### config.mk
export PLATFORM = sky130hd
export DESIGN_NAME = expression_token_lexer
export DESIGN_NICKNAME = d
export VERILOG_FILES = /design/src/rtl/core/etl_pkg.sv /design/src/rtl/core/etl_front.sv /design/src/rtl/core/etl_queue.sv /design/src/rtl/core/etl_back.sv /design/src/rtl/core/expression_token_lexer.sv
export SDC_FILE = /design/constraint.sdc
export NUM_CORES = 1
export LEC_CHECK = 0
export BUFFER_PORTS_ARGS = -buffer_cell sky130_fd_sc_hd__clkbuf_2
export CORE_MARGIN = 3
export CORE_UTILIZATION = 40
export CTS_BUF_LIST = sky130_fd_sc_hd__clkbuf_2 sky130_fd_sc_hd__clkbuf_4 sky130_fd_sc_hd__clkbuf_8
export CTS_CLUSTER_DIAMETER = 60
export DETAILED_ROUTE_END_ITERATION = 10
export REMOVE_ABC_BUFFERS = 1
export SYNTH_ARGS = -nofsm -noshare
export SYNTH_HDL_FRONTEND = slang
export SYNTH_SLANG_ARGS = --single-unit
### constraint.sdc
create_clock -name aclk -period 17.5 [get_ports aclk]
set_input_delay 0.875 -clock aclk [delete_from_list [all_inputs] [get_ports aclk]]
set_output_delay 0.875 -clock aclk [all_outputs]
set_load 0.05 [all_outputs]
### src/rtl/core/etl_pkg.sv
// Shared types and codes for the expression token lexer.
// Token record, per-byte token group carried through the queue, kind codes.
// No dependencies.
package etl_pkg;

    localparam int ETL_LINE_BITS   = 16;
    localparam int ETL_COLUMN_BITS = 16;
    localparam int ETL_LENGTH_BITS = 12;

    // Most tokens one input beat can produce
    localparam int TOK_MAX = 3;

    localparam logic [3:0] K_NUM       = 4'd0;
    localparam logic [3:0] K_IDENT     = 4'd1;
    localparam logic [3:0] K_FUNC      = 4'd2;
    localparam logic [3:0] K_SEMICOLON = 4'd3;
    localparam logic [3:0] K_PLUS      = 4'd4;
    localparam logic [3:0] K_SUB       = 4'd5;
    localparam logic [3:0] K_MUL       = 4'd6;
    localparam logic [3:0] K_DIV       = 4'd7;
    localparam logic [3:0] K_OPEN      = 4'd8;
    localparam logic [3:0] K_CLOSE     = 4'd9;
    localparam logic [3:0] K_COMMA     = 4'd10;
    localparam logic [3:0] K_POW       = 4'd11;
    localparam logic [3:0] K_ASSIGN    = 4'd12;
    localparam logic [3:0] K_UNKNOWN   = 4'd13;
    localparam logic [3:0] K_EOF       = 4'd14;

    typedef struct packed {
        logic [7:0]  first;
        logic [11:0] length;
        logic [15:0] column;
        logic [15:0] line;
        logic [3:0]  kind;
    } tok_t;

    // Tokens caused by one input beat, slot 0 first
    typedef struct packed {
        logic [1:0]               cnt;
        tok_t [TOK_MAX-1:0]       toks;
    } bundle_t;

endpackage

### src/rtl/core/etl_front.sv
// Front end of the lexer: accepts source bytes, runs the lexing mode machine
// and counters, and builds the group of tokens each byte causes.
// Depends on etl_pkg.
module etl_front
    import etl_pkg::*;
#(
    parameter int LINE_BITS   = ETL_LINE_BITS,
    parameter int COLUMN_BITS = ETL_COLUMN_BITS,
    parameter int LENGTH_BITS = ETL_LENGTH_BITS
) (
    input  logic    aclk,
    input  logic    aresetn,
    input  logic    in_valid,
    output logic    in_ready,
    input  logic [7:0] in_ch,
    input  logic    in_end,
    input  logic    q_full,
    output logic    q_push,
    output bundle_t q_data
);

    localparam logic [2:0] M_IDLE    = 3'd0;
    localparam logic [2:0] M_INT     = 3'd1;
    localparam logic [2:0] M_DOT     = 3'd2;
    localparam logic [2:0] M_FRAC    = 3'd3;
    localparam logic [2:0] M_IDENT   = 3'd4;
    localparam logic [2:0] M_COMMENT = 3'd5;

    localparam int LW = (LINE_BITS > 16) ? LINE_BITS : 16;
    localparam int CW = (COLUMN_BITS > 16) ? COLUMN_BITS : 16;
    localparam int NW = (LENGTH_BITS > 12) ? LENGTH_BITS : 12;

    localparam logic [LINE_BITS-1:0]   LINE_MAX = '1;
    localparam logic [COLUMN_BITS-1:0] COL_MAX  = '1;
    localparam logic [LENGTH_BITS-1:0] LEN_MAX  = '1;
    localparam logic [LINE_BITS-1:0]   LINE_ONE = LINE_BITS'(1);
    localparam logic [COLUMN_BITS-1:0] COL_ONE  = COLUMN_BITS'(1);
    localparam logic [LENGTH_BITS-1:0] LEN_ONE  = LENGTH_BITS'(1);

    logic [2:0]             mode_reg, mode_next;
    logic [LINE_BITS-1:0]   cur_line_reg, cur_line_next;
    logic [COLUMN_BITS-1:0] cur_col_reg, cur_col_next;
    logic [LINE_BITS-1:0]   tok_line_reg, tok_line_next;
    logic [COLUMN_BITS-1:0] tok_col_reg, tok_col_next;
    logic [LENGTH_BITS-1:0] tok_len_reg, tok_len_next;
    logic [7:0]             tok_first_reg, tok_first_next;
    logic                   blank_reg, blank_next;

    logic    accept;
    bundle_t bun;

    function automatic logic [LINE_BITS-1:0] inc_line(input logic [LINE_BITS-1:0] v);
        return (v == LINE_MAX) ? v : v + LINE_ONE;
    endfunction

    function automatic logic [COLUMN_BITS-1:0] inc_col(input logic [COLUMN_BITS-1:0] v);
        return (v == COL_MAX) ? v : v + COL_ONE;
    endfunction

    function automatic logic [LENGTH_BITS-1:0] inc_len(input logic [LENGTH_BITS-1:0] v);
        return (v == LEN_MAX) ? v : v + LEN_ONE;
    endfunction

    function automatic tok_t mk_tok(input logic [3:0] kind,
                                    input logic [LINE_BITS-1:0] line,
                                    input logic [COLUMN_BITS-1:0] col,
                                    input logic [LENGTH_BITS-1:0] len,
                                    input logic [7:0] first);
        logic [LW-1:0] lw;
        logic [CW-1:0] cw;
        logic [NW-1:0] nw;
        tok_t t;
        lw = LW'(line);
        cw = CW'(col);
        nw = NW'(len);
        t.kind   = kind;
        t.line   = lw[15:0];
        t.column = cw[15:0];
        t.length = nw[11:0];
        t.first  = first;
        return t;
    endfunction

    function automatic logic [3:0] op_kind(input logic [7:0] b);
        logic [3:0] k;
        unique case (b)
            8'h3B:   k = K_SEMICOLON;
            8'h2B:   k = K_PLUS;
            8'h2D:   k = K_SUB;
            8'h2A:   k = K_MUL;
            8'h2F:   k = K_DIV;
            8'h28:   k = K_OPEN;
            8'h29:   k = K_CLOSE;
            8'h2C:   k = K_COMMA;
            8'h5E:   k = K_POW;
            8'h3D:   k = K_ASSIGN;
            default: k = K_UNKNOWN;
        endcase
        return k;
    endfunction

    assign in_ready = !q_full;
    assign accept   = in_valid && in_ready;

    always_comb begin
        logic [1:0] n;
        logic       done;
        logic       is_digit;
        logic       is_alpha;
        logic       is_word;
        logic       is_blank;
        logic       is_nl;
        n    = 2'd0;
        done = 1'b0;
        bun  = '0;
        is_digit = (in_ch >= 8'h30) && (in_ch <= 8'h39);
        is_alpha = ((in_ch >= 8'h61) && (in_ch <= 8'h7A)) ||
                   ((in_ch >= 8'h41) && (in_ch <= 8'h5A)) || (in_ch == 8'h5F);
        is_word  = is_digit || is_alpha;
        is_blank = (in_ch == 8'h20) || ((in_ch >= 8'h09) && (in_ch <= 8'h0D));
        is_nl    = (in_ch == 8'h0A);

        mode_next      = mode_reg;
        cur_line_next  = cur_line_reg;
        cur_col_next   = cur_col_reg;
        tok_line_next  = tok_line_reg;
        tok_col_next   = tok_col_reg;
        tok_len_next   = tok_len_reg;
        tok_first_next = tok_first_reg;
        blank_next     = blank_reg;

        if (in_end) begin
            // Flush the open token, then end of file; all state back to reset
            if (mode_reg == M_INT || mode_reg == M_FRAC || mode_reg == M_DOT) begin
                bun.toks[n] = mk_tok(K_NUM, tok_line_reg, tok_col_reg, tok_len_reg,
                                     tok_first_reg);
                n = n + 2'd1;
            end else if (mode_reg == M_IDENT) begin
                bun.toks[n] = mk_tok(K_IDENT, tok_line_reg, tok_col_reg, tok_len_reg,
                                     tok_first_reg);
                n = n + 2'd1;
            end
            if (mode_reg == M_DOT) begin
                // The flushed dot moves the end-of-file column past it
                bun.toks[n] = mk_tok(K_UNKNOWN, cur_line_reg, cur_col_reg, LEN_ONE, 8'h2E);
                n = n + 2'd1;
                cur_col_next = inc_col(cur_col_reg);
            end
            if (blank_reg) begin
                bun.toks[n] = mk_tok(K_EOF, '0, '0, '0, 8'h00);
            end else begin
                bun.toks[n] = mk_tok(K_EOF, cur_line_reg, cur_col_next, '0, 8'h00);
            end
            n = n + 2'd1;
            mode_next      = M_IDLE;
            cur_line_next  = LINE_ONE;
            cur_col_next   = COL_ONE;
            tok_line_next  = '0;
            tok_col_next   = '0;
            tok_len_next   = '0;
            tok_first_next = 8'h00;
            blank_next     = 1'b0;
        end else begin
            unique case (mode_reg)
                M_DOT: begin
                    if (is_digit) begin
                        tok_len_next = inc_len(inc_len(tok_len_reg));
                        cur_col_next = inc_col(inc_col(cur_col_reg));
                        mode_next    = M_FRAC;
                        done         = 1'b1;
                    end else begin
                        bun.toks[n] = mk_tok(K_NUM, tok_line_reg, tok_col_reg, tok_len_reg,
                                             tok_first_reg);
                        n = n + 2'd1;
                        bun.toks[n] = mk_tok(K_UNKNOWN, cur_line_reg, cur_col_reg, LEN_ONE,
                                             8'h2E);
                        n = n + 2'd1;
                        cur_col_next = inc_col(cur_col_reg);
                        mode_next    = M_IDLE;
                    end
                end
                M_INT, M_FRAC: begin
                    if (is_digit) begin
                        tok_len_next = inc_len(tok_len_reg);
                        cur_col_next = inc_col(cur_col_reg);
                        done         = 1'b1;
                    end else if (in_ch == 8'h2E && mode_reg == M_INT) begin
                        // Hold the position on the dot until the next byte decides
                        mode_next = M_DOT;
                        done      = 1'b1;
                    end else begin
                        bun.toks[n] = mk_tok(K_NUM, tok_line_reg, tok_col_reg, tok_len_reg,
                                             tok_first_reg);
                        n = n + 2'd1;
                        mode_next = M_IDLE;
                    end
                end
                M_IDENT: begin
                    if (is_word) begin
                        tok_len_next = inc_len(tok_len_reg);
                        cur_col_next = inc_col(cur_col_reg);
                        done         = 1'b1;
                    end else begin
                        bun.toks[n] = mk_tok((in_ch == 8'h28) ? K_FUNC : K_IDENT,
                                             tok_line_reg, tok_col_reg, tok_len_reg,
                                             tok_first_reg);
                        n = n + 2'd1;
                        mode_next = M_IDLE;
                    end
                end
                M_COMMENT: begin
                    if (is_nl) begin
                        cur_line_next = inc_line(cur_line_reg);
                        cur_col_next  = COL_ONE;
                        mode_next     = M_IDLE;
                    end else begin
                        cur_col_next = inc_col(cur_col_reg);
                    end
                    blank_next = 1'b1;
                    done       = 1'b1;
                end
                default: begin
                    mode_next = M_IDLE;
                end
            endcase

            if (!done) begin
                // Byte starts something new at the (possibly moved) position
                if (is_blank || in_ch == 8'h23) begin
                    blank_next = 1'b1;
                    if (in_ch == 8'h23) begin
                        mode_next = M_COMMENT;
                    end
                end else if (is_word) begin
                    tok_line_next  = cur_line_next;
                    tok_col_next   = cur_col_next;
                    tok_len_next   = LEN_ONE;
                    tok_first_next = in_ch;
                    mode_next      = is_digit ? M_INT : M_IDENT;
                    blank_next     = 1'b0;
                end else begin
                    bun.toks[n] = mk_tok(op_kind(in_ch), cur_line_next, cur_col_next,
                                         LEN_ONE, in_ch);
                    n = n + 2'd1;
                    blank_next = 1'b0;
                end
                if (is_nl) begin
                    cur_line_next = inc_line(cur_line_next);
                    cur_col_next  = COL_ONE;
                end else begin
                    cur_col_next = inc_col(cur_col_next);
                end
            end
        end
        bun.cnt = n;
    end

    assign q_push = accept && (bun.cnt != 2'd0);
    assign q_data = bun;

    always_ff @(posedge aclk) begin
        if (!aresetn) begin
            mode_reg      <= M_IDLE;
            cur_line_reg  <= LINE_ONE;
            cur_col_reg   <= COL_ONE;
            tok_line_reg  <= '0;
            tok_col_reg   <= '0;
            tok_len_reg   <= '0;
            tok_first_reg <= 8'h00;
            blank_reg     <= 1'b0;
        end else if (accept) begin
            mode_reg      <= mode_next;
            cur_line_reg  <= cur_line_next;
            cur_col_reg   <= cur_col_next;
            tok_line_reg  <= tok_line_next;
            tok_col_reg   <= tok_col_next;
            tok_len_reg   <= tok_len_next;
            tok_first_reg <= tok_first_next;
            blank_reg     <= blank_next;
        end
    end

endmodule

### src/rtl/core/etl_queue.sv
// Short queue of token groups between the lexer front end and the output side.
// Depends on etl_pkg.
module etl_queue
    import etl_pkg::*;
(
    input  logic    aclk,
    input  logic    aresetn,
    input  logic    push,
    input  bundle_t push_data,
    input  logic    pop,
    output bundle_t head,
    output logic    full,
    output logic    empty
);

    localparam int DEPTH = 4;
    localparam int PW    = $clog2(DEPTH);

    bundle_t       mem [DEPTH];
    logic [PW-1:0] wr_ptr_reg;
    logic [PW-1:0] rd_ptr_reg;
    logic [PW:0]   count_reg;

    assign full  = (count_reg == (PW+1)'(DEPTH));
    assign empty = (count_reg == '0);
    assign head  = mem[rd_ptr_reg];

    always_ff @(posedge aclk) begin
        if (push) begin
            mem[wr_ptr_reg] <= push_data;
        end
    end

    always_ff @(posedge aclk) begin
        if (!aresetn) begin
            wr_ptr_reg <= '0;
            rd_ptr_reg <= '0;
            count_reg  <= '0;
        end else begin
            if (push) begin
                wr_ptr_reg <= wr_ptr_reg + PW'(1);
            end
            if (pop) begin
                rd_ptr_reg <= rd_ptr_reg + PW'(1);
            end
            if (push && !pop) begin
                count_reg <= count_reg + (PW+1)'(1);
            end else if (pop && !push) begin
                count_reg <= count_reg - (PW+1)'(1);
            end
        end
    end

endmodule

### src/rtl/core/etl_back.sv
// Output side of the lexer: walks each queued token group one token per beat
// and marks the group's final token with tlast. Depends on etl_pkg.
module etl_back
    import etl_pkg::*;
(
    input  logic        aclk,
    input  logic        aresetn,
    input  bundle_t     head,
    input  logic        q_empty,
    output logic        q_pop,
    output logic        out_valid,
    input  logic        out_ready,
    output logic [55:0] out_data,
    output logic        out_last
);

    logic [1:0] idx_reg;
    tok_t       tok;

    assign tok       = head.toks[idx_reg];
    assign out_valid = !q_empty;
    assign out_last  = (idx_reg == (head.cnt - 2'd1));
    assign out_data  = {tok.first, tok.length, tok.column, tok.line, tok.kind};
    assign q_pop     = out_valid && out_ready && out_last;

    always_ff @(posedge aclk) begin
        if (!aresetn) begin
            idx_reg <= 2'd0;
        end else if (out_valid && out_ready) begin
            // Advance within the group, back to slot 0 when it drains
            idx_reg <= out_last ? 2'd0 : idx_reg + 2'd1;
        end
    end

endmodule

### src/rtl/core/expression_token_lexer.sv
// Streaming lexer for a small expression language: one source byte per input
// beat, tlast on the beat that ends the source (its byte is ignored). For each
// byte taken, the front end updates the lexing mode, line, column and
// open-token registers and hands the zero to three tokens the byte causes to
// a four-entry queue of token groups. The output side sends one token per
// cycle while m_tready is high, so a steady stream runs at one byte per cycle
// while bytes average at most one token; a byte causing several tokens holds
// the output for each of them, and input stalls only when the queue is full.
// Output tlast marks the final token caused by one input beat. Line, column
// and length saturate at LINE_BITS, COLUMN_BITS and LENGTH_BITS. No clearing
// pass after reset. Depends on etl_pkg, etl_front, etl_queue, etl_back.
module expression_token_lexer
    import etl_pkg::*;
#(
    parameter int LINE_BITS   = ETL_LINE_BITS,
    parameter int COLUMN_BITS = ETL_COLUMN_BITS,
    parameter int LENGTH_BITS = ETL_LENGTH_BITS
) (
    input  logic        aclk,
    input  logic        aresetn,
    input  logic        s_tvalid,
    output logic        s_tready,
    input  logic [7:0]  s_tdata,   // ch [7:0]
    input  logic        s_tlast,   // is_end
    output logic        m_tvalid,
    input  logic        m_tready,
    // token_kind [3:0], start_line [19:4], start_column [35:20],
    // token_length [47:36], first_char [55:48]
    output logic [55:0] m_tdata,
    output logic        m_tlast    // last
);

    logic    q_full;
    logic    q_empty;
    logic    q_push;
    logic    q_pop;
    bundle_t q_in;
    bundle_t q_head;

    etl_front #(
        .LINE_BITS   (LINE_BITS),
        .COLUMN_BITS (COLUMN_BITS),
        .LENGTH_BITS (LENGTH_BITS)
    ) u_front (
        .aclk     (aclk),
        .aresetn  (aresetn),
        .in_valid (s_tvalid),
        .in_ready (s_tready),
        .in_ch    (s_tdata),
        .in_end   (s_tlast),
        .q_full   (q_full),
        .q_push   (q_push),
        .q_data   (q_in)
    );

    etl_queue u_queue (
        .aclk      (aclk),
        .aresetn   (aresetn),
        .push      (q_push),
        .push_data (q_in),
        .pop       (q_pop),
        .head      (q_head),
        .full      (q_full),
        .empty     (q_empty)
    );

    etl_back u_back (
        .aclk      (aclk),
        .aresetn   (aresetn),
        .head      (q_head),
        .q_empty   (q_empty),
        .q_pop     (q_pop),
        .out_valid (m_tvalid),
        .out_ready (m_tready),
        .out_data  (m_tdata),
        .out_last  (m_tlast)
    );

endmodule
==> results of run 1 <==
[kinds of logic after synthesis]
logic type	after synthesis	synth area share
and+or+nand+nor	761	0.113
adders and majority gates	21	0.00809
DFF	691	0.592
buffers and inverters	226	0.0263
muxes	220	0.122
AOI/OAI and AO/OA	622	0.124
xor gates and xnor gates	58	0.0152
[per-stage QoR]
step           total power, mW  instances  hold slack, ns  instance area, sq um
2_1_floorplan             2.84       2407           0.453                 32600
3_3_place_gp              3.09       3604           0.468                 34800
3_5_place_dp              3.11       3604           0.470                 34800
4_1_cts                   4.58       3822           0.483                 37300
5_1_grt                   4.72       3823           0.490                 37300
6_report                  4.52       3823           0.489                 37300
[cells in the final DEF, fill, tap and decap left out, types with 11 or more instances in the layout]
cell type | synthesis | layout
a211oi_1 | 18 | 18
a21o_1 | 13 | 13
a21oi_1 | 94 | 93
a22o_1 | 17 | 17
a22oi_1 | 78 | 78
a311oi_1 | 17 | 17
a31oi_1 | 27 | 27
and2_1 | 34 | 30
and3_1 | 20 | 20
buf_4 | 3 | 55
clkbuf_2 | 1 | 71
clkbuf_4 | 0 | 32
clkbuf_8 | 0 | 122
clkinv_1 | 0 | 27
clkinv_2 | 0 | 21
dfxtp_1 | 99 | 95
edfxtp_1 | 592 | 592
ha_1 | 20 | 20
inv_1 | 32 | 31
mux2i_1 | 65 | 65
mux4_2 | 148 | 148
nand2_1 | 249 | 249
nand2b_1 | 20 | 20
nand3_1 | 54 | 54
nand4_1 | 31 | 31
nor2_1 | 184 | 181
nor2b_1 | 27 | 26
nor3_1 | 48 | 46
nor4_1 | 18 | 18
o211ai_1 | 17 | 17
o21a_1 | 12 | 12
o21ai_0 | 184 | 184
o221ai_1 | 12 | 11
o22ai_1 | 23 | 23
or4_1 | 12 | 12
xnor2_1 | 41 | 40
xor2_1 | 17 | 17
[layer usage]
layer	up-vias	GRT usage	routed length, um
met3	214	0.0381	6680
met2	1034	0.369	47200
met4	2	0.0896	3760
met5	-	0	11
li1	10300	-	-
met1	11900	0.314	42800
[area by class of cell]
class,instances,area [sq um]
inverters,34,128
clock inverters,64,494
fillers,7511,45100
clock buffers,154,1920
flip-flops and latches,691,19800
diodes,1,2.50
repair buffers,127,788
multi-input cells,1682,12800
well taps,1070,1340
[worst paths after layout]
path                                                  to  slack, ns  depth (start not counted)
worst max-delay path                  u_queue.mem[3][66]      11.17                         12
worst min-delay path            u_front.tok_first_reg[7]       0.49                          1
worst max register to register        u_queue.mem[3][66]      11.17                         12
worst min register to register  u_front.tok_first_reg[7]       0.49                          1
[worst register-to-register path, cell delays in order, from the launching register on]
cell,delay (ns)
dfxtp_1,0.82
nor4bb_1,0.13
and3_1,0.28
o22a_1,0.20
o211ai_2,0.45
and3_1,0.46
and2_1,0.38
xnor2_1,0.12
a21boi_0,0.44
o21a_1,0.40
and2_4,0.59
buf_4,0.82
buf_4,0.81
[power breakdown]
group          switching [mW]  internal [mW]  total, mW
Clock                   0.661          0.810       1.47
Combinational           0.713          0.322       1.04
Sequential             0.0614           1.95       2.02
==> flow_metrics.tcl, run 1 <==
set metrics [dict create \
    outcome "finished clean" \
    path_buf_inv 2 \
    critPathLaunchType "register" \
    viasPerCell 6.13 \
    first_pass_iters 6 \
    postCtsHoldBufs 0 \
    avgRoutedWirePerCell_um 26.3 \
    period_share 0.362 \
    synth_edf_count 592 \
    dieArea_sq_um 87000 \
    grt_pass1_wl_mm 150 \
    cts-buffers-inserted 116 \
    fin_crit_ns 6.33 \
    die_h_um 295 \
    setup-tns-final_ns 0 \
    max_stage_delay_ns 0.82 \
    r2r_start "u_front.mode_reg[1]" \
    post-route-util 0.452 \
    synth_cells 2599 \
    worst_slew_pin_slew_ns 1.26 \
    syn_avg_cell_area_sq_um 12.8 \
    area_growth_pct 11.6 \
    tritoncts "built" \
    ir_worst_vdd_mv 0.0655 \
    crit_path_start "u_front.mode_reg[1]" \
    dieWidth_um 295 \
    fmax_mhz 158 \
    synth_area_sq_um 33400 \
    seq_area_frac_synth 0.592 \
    clock-sinks 691 \
    hold_viol_final 0 \
    core_sq_um 82400 \
    grt_pass1_vias 23300 \
    io_pins 72 \
    criticalPathCategory "reg -> reg" \
    track_usage 0.230 \
    clock_latency_ns 0.75 \
    post_cts_buffers 0 \
    synthTopCellsByCount "592 x edfxtp_1, 249 x nand2_1, 184 x nor2_1, 184 x o21ai_0, 148 x mux4_2" \
    drc 0 \
    skew_ns 0.0412 \
    powerDensity_nw_per_um2 121 \
    slew_headroom 0.156 \
    portBuffers 71 \
    synth_top_area_cell "edfxtp_1" \
    ys.flop_type "edfxtp_1" \
    layout-drive-gt1-share 0.193 \
    crit_arrival_ns 6.70 \
    wl_mm 100 \
    dpl.hpwl_mm 64.8 \
    min_from "u_front.tok_first_reg[7]" \
    placementRows 105 \
    clockBufferDepth 3 \
    yosysMostFrequentCell "edfxtp_1" \
    yosysWarnings 0 \
    num_vias 23400 \
    slew_viol_final 0 \
    crit_family "simple AND/OR/NAND/NOR gates" \
    min_path_type "reg -> reg" \
    final.setup.worst_slack_ns 11.17 \
    crit_slowest_cell "dfxtp_1" \
    ys_seq_elements 691 \
    largest_reg_flops 592 \
    critPathRequiredTime_ns 17.87 \
    async_reset_ff_frac 0 \
    initial_utilization 0.405 \
    drt_iter0_drc 2280 \
    rsz0062_at_grt "no" \
    ant_nets 0 \
    cp-end-kind "register" \
    path_clk_slew_ns 0.06 \
    cp_max_fo 60 \
    leakagePower_nw 11.9 \
    nNetsFinal 2686 \
    path_cells "nor4bb_1 -> and3_1 -> o22a_1 -> o211ai_2 -> and3_1 -> and2_1 -> xnor2_1 -> a21boi_0 -> o21a_1 -> and2_4 -> buf_4 -> buf_4" \
    gp_congestion 0.964 \
    maxCapViolCount 0 \
    ys_top_cells_by_area "edfxtp_1 53%, mux4_2 10%, dfxtp_1 5.9%" \
    h-tree-depth 3 \
    clock-root-buffer "clkbuf_8" \
    setup_viol_count_final 0 \
    cts_resized 0 \
    grt_max_degree 99 \
    pre_cts_ws_ns 10.44 \
    synth_top_area_frac 0.532 \
    top_register "u_queue.mem" \
    antenna_found_initial 2 \
    ys_types 98 \
    overflow 0 \
]
No activity file was read; power rests on OpenSTA's default activity.
==> inputs of run 2 (changes only) <==
==> constraint.sdc (replaced) <==
create_clock -name aclk -period 5.8 [get_ports aclk]
set_input_delay 0.29 -clock aclk [delete_from_list [all_inputs] [get_ports aclk]]
set_output_delay 0.29 -clock aclk [all_outputs]
set_load 0.05 [all_outputs]
==> flow_metrics.tcl, run 2 (synthesis gave the netlist of run 1 again) <==
set metrics [dict create \
    outcome "finished clean" \
    min_from "m_tready" \
    grt_pass1_vias 24000 \
    min_path_type "in -> reg" \
    avgRoutedWirePerCell_um 26.7 \
    num_vias 23900 \
    clock_latency_ns 0.76 \
    placementRows 105 \
    cp-end-kind "register" \
    clock-root-buffer "clkbuf_8" \
    leakagePower_nw 12.4 \
    r2r_start "u_front.cur_col_reg[7]" \
    crit_slowest_cell "dfxtp_1" \
    grt_max_degree 67 \
    critPathRequiredTime_ns 6.44 \
    overflow 0 \
    wl_mm 105 \
    first_pass_iters 6 \
    track_usage 0.239 \
    drc 0 \
    dieWidth_um 295 \
    fin_crit_ns 5.05 \
    antenna_found_initial 5 \
    maxCapViolCount 0 \
    largest_reg_flops 592 \
    dpl.hpwl_mm 70.2 \
    die_h_um 295 \
    critPathLaunchType "register" \
    powerDensity_nw_per_um2 359 \
    initial_utilization 0.405 \
    path_clk_slew_ns 0.07 \
    fmax_mhz 198 \
    io_pins 72 \
    cts-buffers-inserted 115 \
    clock-sinks 691 \
    ant_nets 0 \
    grt_pass1_wl_mm 156 \
    gp_congestion 0.940 \
    skew_ns 0.0506 \
    nNetsFinal 2772 \
    max_stage_delay_ns 0.80 \
    worst_slew_pin_slew_ns 1.21 \
    final_common_cell "edfxtp_1" \
    h-tree-depth 3 \
    tritoncts "built" \
    top_register "u_queue.mem" \
    final_cell_mix "592 x edfxtp_1, 249 x nand2_1, 184 x o21ai_0, 181 x nor2_1, 148 x mux4_2" \
    path_cells "nand4_1 -> nor4_1 -> buf_4 -> mux2_2 -> a211oi_2 -> and4_4 -> mux2i_1 -> nor2_1 -> inv_1 -> ha_1 -> nand2_1 -> or3_1 -> o41ai_4 -> o21ai_0 -> a32o_1" \
    viasPerCell 6.11 \
    crit_arrival_ns 5.69 \
    period_share 0.871 \
    slew_headroom 0.189 \
    layout-drive-gt1-share 0.216 \
    post_cts_buffers 0 \
    rsz0062_at_grt "no" \
    hold_viol_final 0 \
    clockBufferDepth 3 \
    portBuffers 71 \
    area_growth_pct 14.1 \
    setup-tns-final_ns 0 \
    setup_viol_count_final 0 \
    crit_path_start "u_front.cur_col_reg[7]" \
    criticalPathCategory "reg -> reg" \
    cp_max_fo 15 \
    dieArea_sq_um 87000 \
    core_sq_um 82400 \
    slew_viol_final 0 \
    fill_cells 7353 \
    drt_iter0_drc 2509 \
    p_total_mw 13.7 \
    ir_worst_vdd_mv 0.227 \
]
## run 2: final timing paths
kind                              endpoint  slack, ns  depth (start not counted)
setup / recovery    u_front.cur_col_reg[6]       0.75                         15
hold / removal           u_back.idx_reg[0]       0.08                          4
hold reg to reg   u_front.tok_first_reg[7]       0.48                          1
setup reg to reg    u_front.cur_col_reg[6]       0.75                         15
## run 2: timing repair
item                                   4_1_cts  5_1_grt
resized for setup                            0        0
endpoints found under the hold margin        4        0
hold buffers                                 4        0
## run 2: power breakdown
part           internal, mW  total, mW  switching, mW  leakage (nW)
sequential             5.89       6.09          0.209          6.45
combinational          1.04       3.19           2.14          4.67
clock                  2.42       4.41           1.99          1.26
total                  9.35       13.7           4.35          12.4
## run 2: layout make-up
| class | instances | area, sq um | share of cell area |
|---|---|---|---|
| Antenna cell | 5 | 12.5 | 0.000328 |
| Clock buffer | 157 | 1950 | 0.0511 |
| Clock inverter | 58 | 443 | 0.0116 |
| Inverter | 34 | 128 | 0.00335 |
| Multi-Input combinational cell | 1682 | 12800 | 0.336 |
| Sequential cell | 691 | 19800 | 0.519 |
| Tap cell | 1070 | 1340 | 0.0351 |
| Timing Repair Buffer | 214 | 1640 | 0.0430 |
## run 2: through the flow
stage / hold slack (ns) / std cells / utilization / instance area [sq um] / setup slack, ns
after floorplan: 0.366 / 2407 / - / 32600 / -3.41
after global placement: 0.469 / 3687 / 0.433 / 35700 / 0.905
after detailed placement: 0.471 / 3687 / 0.433 / 35700 / 0.909
after CTS: 0.00689 / 3906 / 0.462 / 38100 / 0.875
after global routing: 0.0755 / 3908 / 0.462 / 38100 / 0.501
final: 0.0844 / 3911 / 0.463 / 38100 / 0.747
## run 2: layer usage
layer | track usage | routed length (um)
met1 | 0.317 | 43500
met2 | 0.396 | 50500
met4 | 0.0841 | 3280
met5 | 0 | 13
met3 | 0.0436 | 7240
## run 2: critical path: cells and delay by family, from the launching register on
family	cells	cell delay, ns
DFF	1	0.80
and+or+nand+nor	6	1.74
muxes	2	0.58
adders and majority gates	1	0.19
AOI/OAI and AO/OA	4	1.35
buffers and inverters	2	0.30
